### src/rtl/core/cmu8_pkg.sv
// ----------------------------------------------------------------------------
// cmu8_pkg
// shared types and constants for the combining mark utf-8 inserter
// ----------------------------------------------------------------------------
package cmu8_pkg;

  localparam int unsigned MaxBytes = 7;
  localparam int unsigned CntW     = 3;

  localparam logic [31:0] MarkReset = 32'd818;

  localparam logic       CmdText   = 1'b0;
  localparam logic       CmdEncode = 1'b1;

  localparam logic [31:0] Lim1 = 32'h0000_007F;
  localparam logic [31:0] Lim2 = 32'h0000_07FF;
  localparam logic [31:0] Lim3 = 32'h0000_FFFF;
  localparam logic [31:0] Lim4 = 32'h001F_FFFF;
  localparam logic [31:0] Lim5 = 32'h03FF_FFFF;
  localparam logic [31:0] Lim6 = 32'h7FFF_FFFF;

  localparam logic [7:0] Lead2    = 8'hC0;
  localparam logic [7:0] Lead3    = 8'hE0;
  localparam logic [7:0] Lead4    = 8'hF0;
  localparam logic [7:0] Lead5    = 8'hF8;
  localparam logic [7:0] Lead6    = 8'hFC;
  localparam logic [7:0] ContMark = 8'h80;

  localparam logic [23:0] Replacement = 24'hEFBFBD;

  typedef struct packed {
    logic        cmd;
    logic [7:0]  text_byte;
    logic [31:0] code_point;
  } item_t;

  typedef struct packed {
    logic [MaxBytes-1:0][7:0] bytes;
    logic [CntW-1:0]          count;
  } burst_t;

endpackage

### src/rtl/core/combining_mark_utf8_inserter_unit.sv
// an input item is registered in stage a, then its encoded burst is loaded into
//   the output byte register; each item leaves as its byte count (1 to 7) of beats on
//   the single byte-wide output channel; the next item is taken while bytes drain
// reset (rst_n low, synchronous): pipeline emptied, mark code point = U+0332
// ----------------------------------------------------------------------------
// combining_mark_utf8_inserter_unit
// text byte echo with combining mark insertion and utf-8 code point encoder
// ----------------------------------------------------------------------------
module combining_mark_utf8_inserter_unit (
  input  logic        clk,
  input  logic        rst_n,

  input  logic        cfg_wr_en,
  input  logic [31:0] cfg_wr_data,   // mark_code_point

  input  logic        in_tvalid,
  output logic        in_tready,
  input  logic [39:0] in_tdata,      // text_byte [7:0], code_point [39:8]
  input  logic        in_tuser,      // cmd

  output logic        out_tvalid,
  input  logic        out_tready,
  output logic [7:0]  out_tdata,     // out_byte
  output logic        out_tlast
);

  logic [31:0]      mark_r;
  logic             a_valid_r;
  cmu8_pkg::item_t  a_item_r;
  cmu8_pkg::burst_t burst;

  logic             b_valid_r;
  logic [6:0][7:0]  bytes_r;
  logic [2:0]       cnt_r;
  logic [2:0]       idx_r;
  logic [2:0]       idx_nxt;

  logic in_xfer;
  logic out_xfer;
  logic b_last;
  logic b_done;
  logic load_b;

  always_ff @(posedge clk) begin
    if (!rst_n) begin
      mark_r <= cmu8_pkg::MarkReset;
    end else if (cfg_wr_en) begin
      mark_r <= cfg_wr_data;
    end
  end

  assign b_last   = (idx_r == cnt_r - 3'd1);
  assign out_xfer = out_tvalid && out_tready;
  assign b_done   = out_xfer && b_last;
  assign load_b   = a_valid_r && (!b_valid_r || b_done);
  assign in_tready = !a_valid_r || load_b;
  assign in_xfer  = in_tvalid && in_tready;

  always_ff @(posedge clk) begin
    if (!rst_n) begin
      a_valid_r <= 1'b0;
    end else if (in_tready) begin
      a_valid_r <= in_tvalid;
    end
  end

  always_ff @(posedge clk) begin
    if (in_xfer) begin
      a_item_r.cmd        <= in_tuser;
      a_item_r.text_byte  <= in_tdata[7:0];
      a_item_r.code_point <= in_tdata[39:8];
    end
  end

  cmu8_encoder u_encoder (
    .item            (a_item_r),
    .mark_code_point (mark_r),
    .burst           (burst)
  );

  always_comb begin
    idx_nxt = idx_r;
    priority if (load_b) begin
      idx_nxt = 3'd0;
    end else if (out_xfer) begin
      idx_nxt = idx_r + 3'd1;
    end
  end

  always_ff @(posedge clk) begin
    if (!rst_n) begin
      b_valid_r <= 1'b0;
      idx_r     <= 3'd0;
    end else begin
      idx_r <= idx_nxt;
      priority if (load_b) begin
        b_valid_r <= 1'b1;
      end else if (b_done) begin
        b_valid_r <= 1'b0;
      end
    end
  end

  always_ff @(posedge clk) begin
    if (load_b) begin
      bytes_r <= burst.bytes;
      cnt_r   <= burst.count;
    end
  end

  assign out_tvalid = b_valid_r;
  assign out_tdata  = bytes_r[idx_r];
  assign out_tlast  = b_last;

  a_idx_in_range: assert property (@(posedge clk) disable iff (!rst_n)
    b_valid_r |-> (idx_r < cnt_r))
    else $error("byte index beyond burst length");

  a_cnt_nonzero: assert property (@(posedge clk) disable iff (!rst_n)
    b_valid_r |-> (cnt_r != 3'd0))
    else $error("empty burst held for output");

  a_load_restart: assert property (@(posedge clk) disable iff (!rst_n)
    load_b |=> (b_valid_r && idx_r == 3'd0))
    else $error("new burst not started at first byte");

  a_drain_empty: assert property (@(posedge clk) disable iff (!rst_n)
    (b_done && !load_b) |=> !b_valid_r)
    else $error("burst still valid after last byte");

endmodule

### src/rtl/core/cmu8_encoder.sv
// ----------------------------------------------------------------------------
// cmu8_encoder
// expands one item into its output bytes: the echoed text byte, plus the mark
// after a letter or digit, or a lone utf-8 encoding of the given code point
// (original 1 to 6 byte form, U+FFFD above 7FFFFFFF)
module cmu8_encoder (
  input  cmu8_pkg::item_t  item,
  input  logic [31:0]      mark_code_point,
  output cmu8_pkg::burst_t burst
);

  typedef struct packed {
    logic [5:0][7:0] b;
    logic [2:0]      n;
  } utf8_t;

  function automatic logic [7:0] cont(input logic [5:0] g);
    cont = cmu8_pkg::ContMark | {2'b00, g};
  endfunction

  function automatic utf8_t enc(input logic [31:0] c);
    utf8_t r;
    r = '0;
    priority if (c <= cmu8_pkg::Lim1) begin
      r.b[0] = c[7:0];
      r.n    = 3'd1;
    end else if (c <= cmu8_pkg::Lim2) begin
      r.b[0] = cmu8_pkg::Lead2 | {3'b000, c[10:6]};
      r.b[1] = cont(c[5:0]);
      r.n    = 3'd2;
    end else if (c <= cmu8_pkg::Lim3) begin
      r.b[0] = cmu8_pkg::Lead3 | {4'b0000, c[15:12]};
      r.b[1] = cont(c[11:6]);
      r.b[2] = cont(c[5:0]);
      r.n    = 3'd3;
    end else if (c <= cmu8_pkg::Lim4) begin
      r.b[0] = cmu8_pkg::Lead4 | {5'b00000, c[20:18]};
      r.b[1] = cont(c[17:12]);
      r.b[2] = cont(c[11:6]);
      r.b[3] = cont(c[5:0]);
      r.n    = 3'd4;
    end else if (c <= cmu8_pkg::Lim5) begin
      r.b[0] = cmu8_pkg::Lead5 | {6'b000000, c[25:24]};
      r.b[1] = cont(c[23:18]);
      r.b[2] = cont(c[17:12]);
      r.b[3] = cont(c[11:6]);
      r.b[4] = cont(c[5:0]);
      r.n    = 3'd5;
    end else if (c <= cmu8_pkg::Lim6) begin
      r.b[0] = cmu8_pkg::Lead6 | {7'b0000000, c[30]};
      r.b[1] = cont(c[29:24]);
      r.b[2] = cont(c[23:18]);
      r.b[3] = cont(c[17:12]);
      r.b[4] = cont(c[11:6]);
      r.b[5] = cont(c[5:0]);
      r.n    = 3'd6;
    end else begin
      r.b[0] = cmu8_pkg::Replacement[23:16];
      r.b[1] = cmu8_pkg::Replacement[15:8];
      r.b[2] = cmu8_pkg::Replacement[7:0];
      r.n    = 3'd3;
    end
    return r;
  endfunction

  utf8_t mark_enc;
  utf8_t cp_enc;
  logic  is_alnum;

  assign mark_enc = enc(mark_code_point);
  assign cp_enc   = enc(item.code_point);

  assign is_alnum = (item.text_byte >= 8'h30 && item.text_byte <= 8'h39) ||
                    (item.text_byte >= 8'h41 && item.text_byte <= 8'h5A) ||
                    (item.text_byte >= 8'h61 && item.text_byte <= 8'h7A);

  always_comb begin
    burst = '0;
    unique case (item.cmd)
      cmu8_pkg::CmdText: begin
        burst.bytes[0] = item.text_byte;
        burst.count    = 3'd1;
        if (is_alnum) begin
          for (int i = 0; i < 6; i++) begin
            burst.bytes[i+1] = mark_enc.b[i];
          end
          burst.count = mark_enc.n + 3'd1;
        end
      end
      cmu8_pkg::CmdEncode: begin
        for (int i = 0; i < 6; i++) begin
          burst.bytes[i] = cp_enc.b[i];
        end
        burst.count = cp_enc.n;
      end
      default: burst = '0;
    endcase
  end

endmodule

### config.mk
export PLATFORM = sky130hd
export DESIGN_NAME = combining_mark_utf8_inserter_unit
export DESIGN_NICKNAME = d
export VERILOG_FILES = /design/src/rtl/core/cmu8_pkg.sv /design/src/rtl/core/combining_mark_utf8_inserter_unit.sv /design/src/rtl/core/cmu8_encoder.sv
export SDC_FILE = /design/constraint.sdc
export NUM_CORES = 1
export LEC_CHECK = 0
export ABC_AREA = 0
export BUFFER_PORTS_ARGS = -buffer_cell sky130_fd_sc_hd__buf_2
export CORE_ASPECT_RATIO = 1.75
export CORE_UTILIZATION = 45
export DETAILED_ROUTE_END_ITERATION = 10
export PLACE_DENSITY_LB_ADDON = 0.2
export SYNTH_ARGS = -nofsm -noshare
export SYNTH_HDL_FRONTEND = slang
export SYNTH_SLANG_ARGS = --single-unit
### constraint.sdc
create_clock -name clk -period 9.5 [get_ports clk]
set_input_delay 0.475 -clock clk [delete_from_list [all_inputs] [get_ports clk]]
set_output_delay 0.475 -clock clk [all_outputs]
set_load 0.03 [all_outputs]
Word level (Yosys, flattened, before mapping) --
Index checks and enable logic that the tools add are counted.
Storage, ports and cells: output and inout port bits 11, word-level logic and storage cells 103, register bits 137, input bits 78
Operators by class: equality and inequality tests 1, reductions and logical operators 17, $lt $le $gt $ge 19, multiplexer cells 43, bitwise gates (word level) 4, $add $sub $neg 3
Operators with widths (number):
- $mux 43 | 10
- $mux 24 | 9
- $pmux 51 s2 | 1
- $mux 40 | 2
- $mux 35 | 2
- $le 32x11->1 const B | 2
- $le 32x16->1 const B | 2
- $le 32x21->1 const B | 2
- $le 32x26->1 const B | 2
- $le 32x31->1 const B | 2
- $le 32x7->1 const B | 2
- $mux 32 | 2
- $mux 27 | 2
- $mux 25 | 2
- $mux 19 | 2
- $mux 16 | 2
- $bmux 8 s3 | 1
- $mux 8 | 3
- $mux 11 | 2
- $ge 8x7->1 const B | 2
- $le 8x7->1 const B | 2
- $ge 8x6->1 const B | 1
- $le 8x6->1 const B | 1
- $reduce_or 8->1 | 1
- other kinds (13) | 28

Depth between registers and ports, before layout --
depth in word-level cells 17, depth in mapped cells 8, depth with buffers taken out 8

Cells and area by module --
Synthesis repeated with hierarchy kept, for this count alone.
Second synthesis, totals: cell total of the unflattened synthesis 701, area total of the unflattened synthesis 7264.5 µm²
By module, submodules not included:
- combining_mark_utf8_inserter_unit | cells an instance 285, sequential area each 3743.6 µm², area each 4944.7 µm², instances 1
- cmu8_encoder | cells an instance 416, sequential area each 0.0 µm², area each 2319.7 µm², instances 1

Worst setup path before layout --
No wires, ideal clock.
path type flip-flop to flip-flop, start point reg cnt_r[0], end point reg bytes_r[0] (netlist bit) (enable), library setup time 466 ps, required time 9034 ps, buffers on the path 0, cell stages (with the launch flop) 8, path slack 4755 ps, period minus slack after synthesis 4745 ps, arrival time 4279 ps, path through edfxtp_1 inv_1 ha_1 xnor2_1 xnor2_1 nor3_1 a21boi_0 nor2_1
On the way: cells in the longest elaborated chain, start to end 5
RTL lines:
- start: declaration | RTL line combining_mark_utf8_inserter_unit.sv:34 | logic [2:0] cnt_r;
- start signal: assignment | RTL line combining_mark_utf8_inserter_unit.sv:107 | cnt_r <= burst.count;
- $sub 3x1->3 | RTL line combining_mark_utf8_inserter_unit.sv:52 | assign b_last = (idx_r == cnt_r - 3'd1);
- $eq 3x3->1 | RTL line combining_mark_utf8_inserter_unit.sv:52
- net out_tlast | RTL line combining_mark_utf8_inserter_unit.sv:24 | output logic out_tlast
- $logic_and 1x1->1 | RTL line combining_mark_utf8_inserter_unit.sv:54 | assign b_done = out_xfer && b_last;
- $logic_or 1x1->1 | RTL line combining_mark_utf8_inserter_unit.sv:55 | assign load_b = a_valid_r && (!b_valid_r || b_done);
- $logic_and 1x1->1 | RTL line combining_mark_utf8_inserter_unit.sv:55
- net load_b | RTL line combining_mark_utf8_inserter_unit.sv:42 | logic load_b;
- end signal: assignment | RTL line combining_mark_utf8_inserter_unit.sv:106 | bytes_r <= burst.bytes;
- end: declaration | RTL line combining_mark_utf8_inserter_unit.sv:33 | logic [6:0][7:0] bytes_r;
The timed path passes the listed nets, and every way through them passes these cells. A chain may end at the register's enable or synchronous reset.

==> impl_results.md <==
- P per Cell Area: 196 mW/mm2
- Starting density of the core: 46.4%
- Core utilization of the finished layout: 53.4%
- Starting DRC count in detailed routing: 589
- DR WL/cell: 23.5 um
- Critical path launch point type: flop
- Share of post-route cells with drive strength above 1: 20.0%
- Arrival time worst endpoint: 3410 ps
- Fillcell total: 1412
- Setup repair after global routing missed its margin: false
- Post-layout min period: 3280 ps
- Horizontal die dimension: 97.5 um
- Type of the setup path with the least slack: flop to flop
- Non-Filler Cell Area, Final: 0.00826 mm2
- Setup TNS: 0 ps
- Pin slew with the least headroom to its limit: 981 ps
- WHS Path Cells: 1
- Part of the cycle the worst path needs: 34.6%
- Max-slew headroom at the worst pin: 34.6%
- Final HPWL from detailed placement: 16300 um
- First-pass GRT wire length: 34600 um
- CP required: 9630 ps
- Via total after detailed routing: 6045
- Clock insertion delay at the later pin of the skew report: 430 ps
- Worst IR drop on VDD: 0.0942 mV
- Max cap viols: 0
- Crit path capture type: flop
- Number of hold violations in the final report: 0
- Detail Route Antenna Nets: 0
- Max-slew violation count: 0
- Number of standard-cell rows in the floorplan: 60
- Chip height: 169 um
- Async set or reset register ratio after synthesis: 0%
- Fmax: 0.305 GHz
- Area of the mapped netlist: 0.00718 mm2
- Tightest Hold Check Type: input pin to flop
- Synth warn: 0
- Most common library cell in the layout ignoring fill and taps: sky130_fd_sc_hd__edfxtp_1
- Length of the first detailed-routing pass in iterations: 8
- I/O pin cnt: 89
- Layout area overhead: 15.0%
- Number of enable flip-flop cells after synthesis: 95
- Result of the run: finished clean
- Area of all sequential standard cells: 0.00359 mm2
- Worst Reg2Reg Path Length in Cells: 7
- Post-synthesis area per instance: 10.2 um2
- Clock tree from TritonCTS: built
- Largest net degree at the start of global routing: 55
- Final nets: 843
- Number of antenna violations at the first check in global routing: 0
- Net count of the mapped netlist: 784
- Total Routing Usage GR: 28.0%
- Library cell occupying the most area in the post-synthesis netlist: sky130_fd_sc_hd__edfxtp_1
- Worst Clk Skew: 11.5 ps
- Instance area at placement: 0.00762 mm2
- Post-cts hold buffer count: 0
- H-tree levels: 4
- Count of cells resized by post-cts repair: 0
- Total placed cells including tap cells: 929
- Number of buffers inserted by port buffering: 88
- Total grt overflow: 0
- Register bit total from synthesis: 132
- Flop2flop setup slack: 6220 ps
- Worst-path maximum fanout: 32
- Buffer type at the clock tree root: sky130_fd_sc_hd__clkbuf_16
- Clock sink count: 132
- Post-CTS repair timing setup buffer count: 0
- Top flip-flop cell by instance count after synthesis: sky130_fd_sc_hd__edfxtp_1
- Leading post-synthesis cells by cell area: sky130_fd_sc_hd__edfxtp_1 40%, sky130_fd_sc_hd__dfxtp_1 10%, sky130_fd_sc_hd__mux2i_1 7.0%
- DR vias/cell: 6.29
- Synth cell types: 70
- Number of diodes added for antenna fixing: 0
- Count of mapped cells out of synthesis: 703
- Post-detailed-routing wire length: 22600 um
- Yosys top cell area share: 39.7%
- Floorplan core area: 0.0155 mm2
- Number of endpoints failing setup at the final stage: 0
- Count of unresolved DRC violations after routing: 0
- Clock edge transition at the registers on the reported setup and hold paths: 70 ps
- TritonCTS buffer count: 17
- Via count of the first global-routing pass: 5943
- Commonest cells after routing, fill and taps aside: 95 x sky130_fd_sc_hd__edfxtp_1, 88 x sky130_fd_sc_hd__buf_2, 77 x sky130_fd_sc_hd__nand2_1
- Clock Path Buffers: 2
- Area of combinational cells with multiple inputs: 0.00328 mm2
- Non-Filler Instances: 961
- Die area: 0.0165 mm2
- Sequential fraction of the synthesis area: 50.0%
- Leakage power figure: 3.08 nW
- Weighted congestion at the end of routability-driven global placement: 0.965
- Minimum hold slack: 217 ps
[kinds of logic (layout without fill, tap and decap cells)]
group / Yosys count / in the layout / synth area share (%)
and+or+nand+nor: 247 / 247 / 17.9
AOI/OAI and AO/OA: 198 / 198 / 18.1
DFF: 132 / 132 / 50.0
buffers and inverters: 62 / 134 / 4.44
muxes: 54 / 54 / 8.22
xor gates and xnor gates: 7 / 7 / 0.854
adders and majority gates: 3 / 3 / 0.523
[area by class of cell]
cell class,instances,share of cell area (%)
repair buffers,94,5.88
clock inverters,11,1.64
well taps,186,2.82
clock buffers,21,6.11
multi-input cells,509,39.7
inverters,8,0.364
flip-flops and latches,132,43.5
[critical path, stage by stage, from the launching register on]
cell and delay [ps]:
sky130_fd_sc_hd__edfxtp_1 410, sky130_fd_sc_hd__nor4_1 550, sky130_fd_sc_hd__and2_0 230, sky130_fd_sc_hd__buf_4 330, sky130_fd_sc_hd__and3_1 560, sky130_fd_sc_hd__a211oi_1 110
sky130_fd_sc_hd__a211oi_1 570, sky130_fd_sc_hd__o22ai_1 210
[cells in the mapped netlist, types with 8 or more instances]
library cell / instances
sky130_fd_sc_hd__and3_1: 15
sky130_fd_sc_hd__buf_6: 9
sky130_fd_sc_hd__o21ai_1: 8
sky130_fd_sc_hd__o221ai_1: 8
sky130_fd_sc_hd__nor4_1: 9
sky130_fd_sc_hd__dfxtp_1: 37
sky130_fd_sc_hd__clkbuf_1: 30
sky130_fd_sc_hd__a211oi_1: 11
sky130_fd_sc_hd__a31oi_1: 12
sky130_fd_sc_hd__nand3_1: 18
sky130_fd_sc_hd__edfxtp_1: 95
sky130_fd_sc_hd__mux2i_1: 50
sky130_fd_sc_hd__nand2_1: 77
sky130_fd_sc_hd__a21oi_1: 60
sky130_fd_sc_hd__inv_1: 8
sky130_fd_sc_hd__nor2b_1: 33
sky130_fd_sc_hd__o22ai_1: 20
sky130_fd_sc_hd__nor2_1: 52
sky130_fd_sc_hd__nor3_1: 10
sky130_fd_sc_hd__o21ai_0: 23
[per-layer routing]
metal  vias up  global-route usage [%]  routed length, um
li1       2769                       -                  -
met1      2885                    33.4               8650
met2       318                    48.8              11500
met3        73                    3.92               1310
met4         0                    14.4               1110
met5         -                       0                  0
[worst paths after layout]
kind,from,to
setup / recovery,a_item_r[27],bytes_r[8]
hold / removal,in_tdata[5],a_item_r[37]
setup reg to reg,a_item_r[27],bytes_r[8]
hold reg to reg,a_valid_r,out_tvalid
[sequential cells by signal, indices dropped and copies added (netlist names)]
| name | cells |
|---|---|
| mark_r | 32 |
| idx_r | 3 |
| out_tvalid | 1 |
| bytes_r | 51 |
| a_valid_r | 1 |
| cnt_r | 3 |
| a_item_r | 41 |
[metrics by stage]
step                      total power [mW]  setup slack, ps
after floorplan                      0.841             4750
after global placement               0.919             6330
after detailed placement             0.921             6300
after CTS                             1.62             6300
after global routing                  1.67             6110
final                                 1.62             6220
[power by group]
group | switching, mW | leakage (nW) | internal (mW)
Clock | 0.269 | 0.314 | 0.438
Sequential | 0.0418 | 1.21 | 0.658
Combinational | 0.134 | 1.56 | 0.0807
Total | 0.445 | 3.08 | 1.18
(Power assumes the default switching activity.)
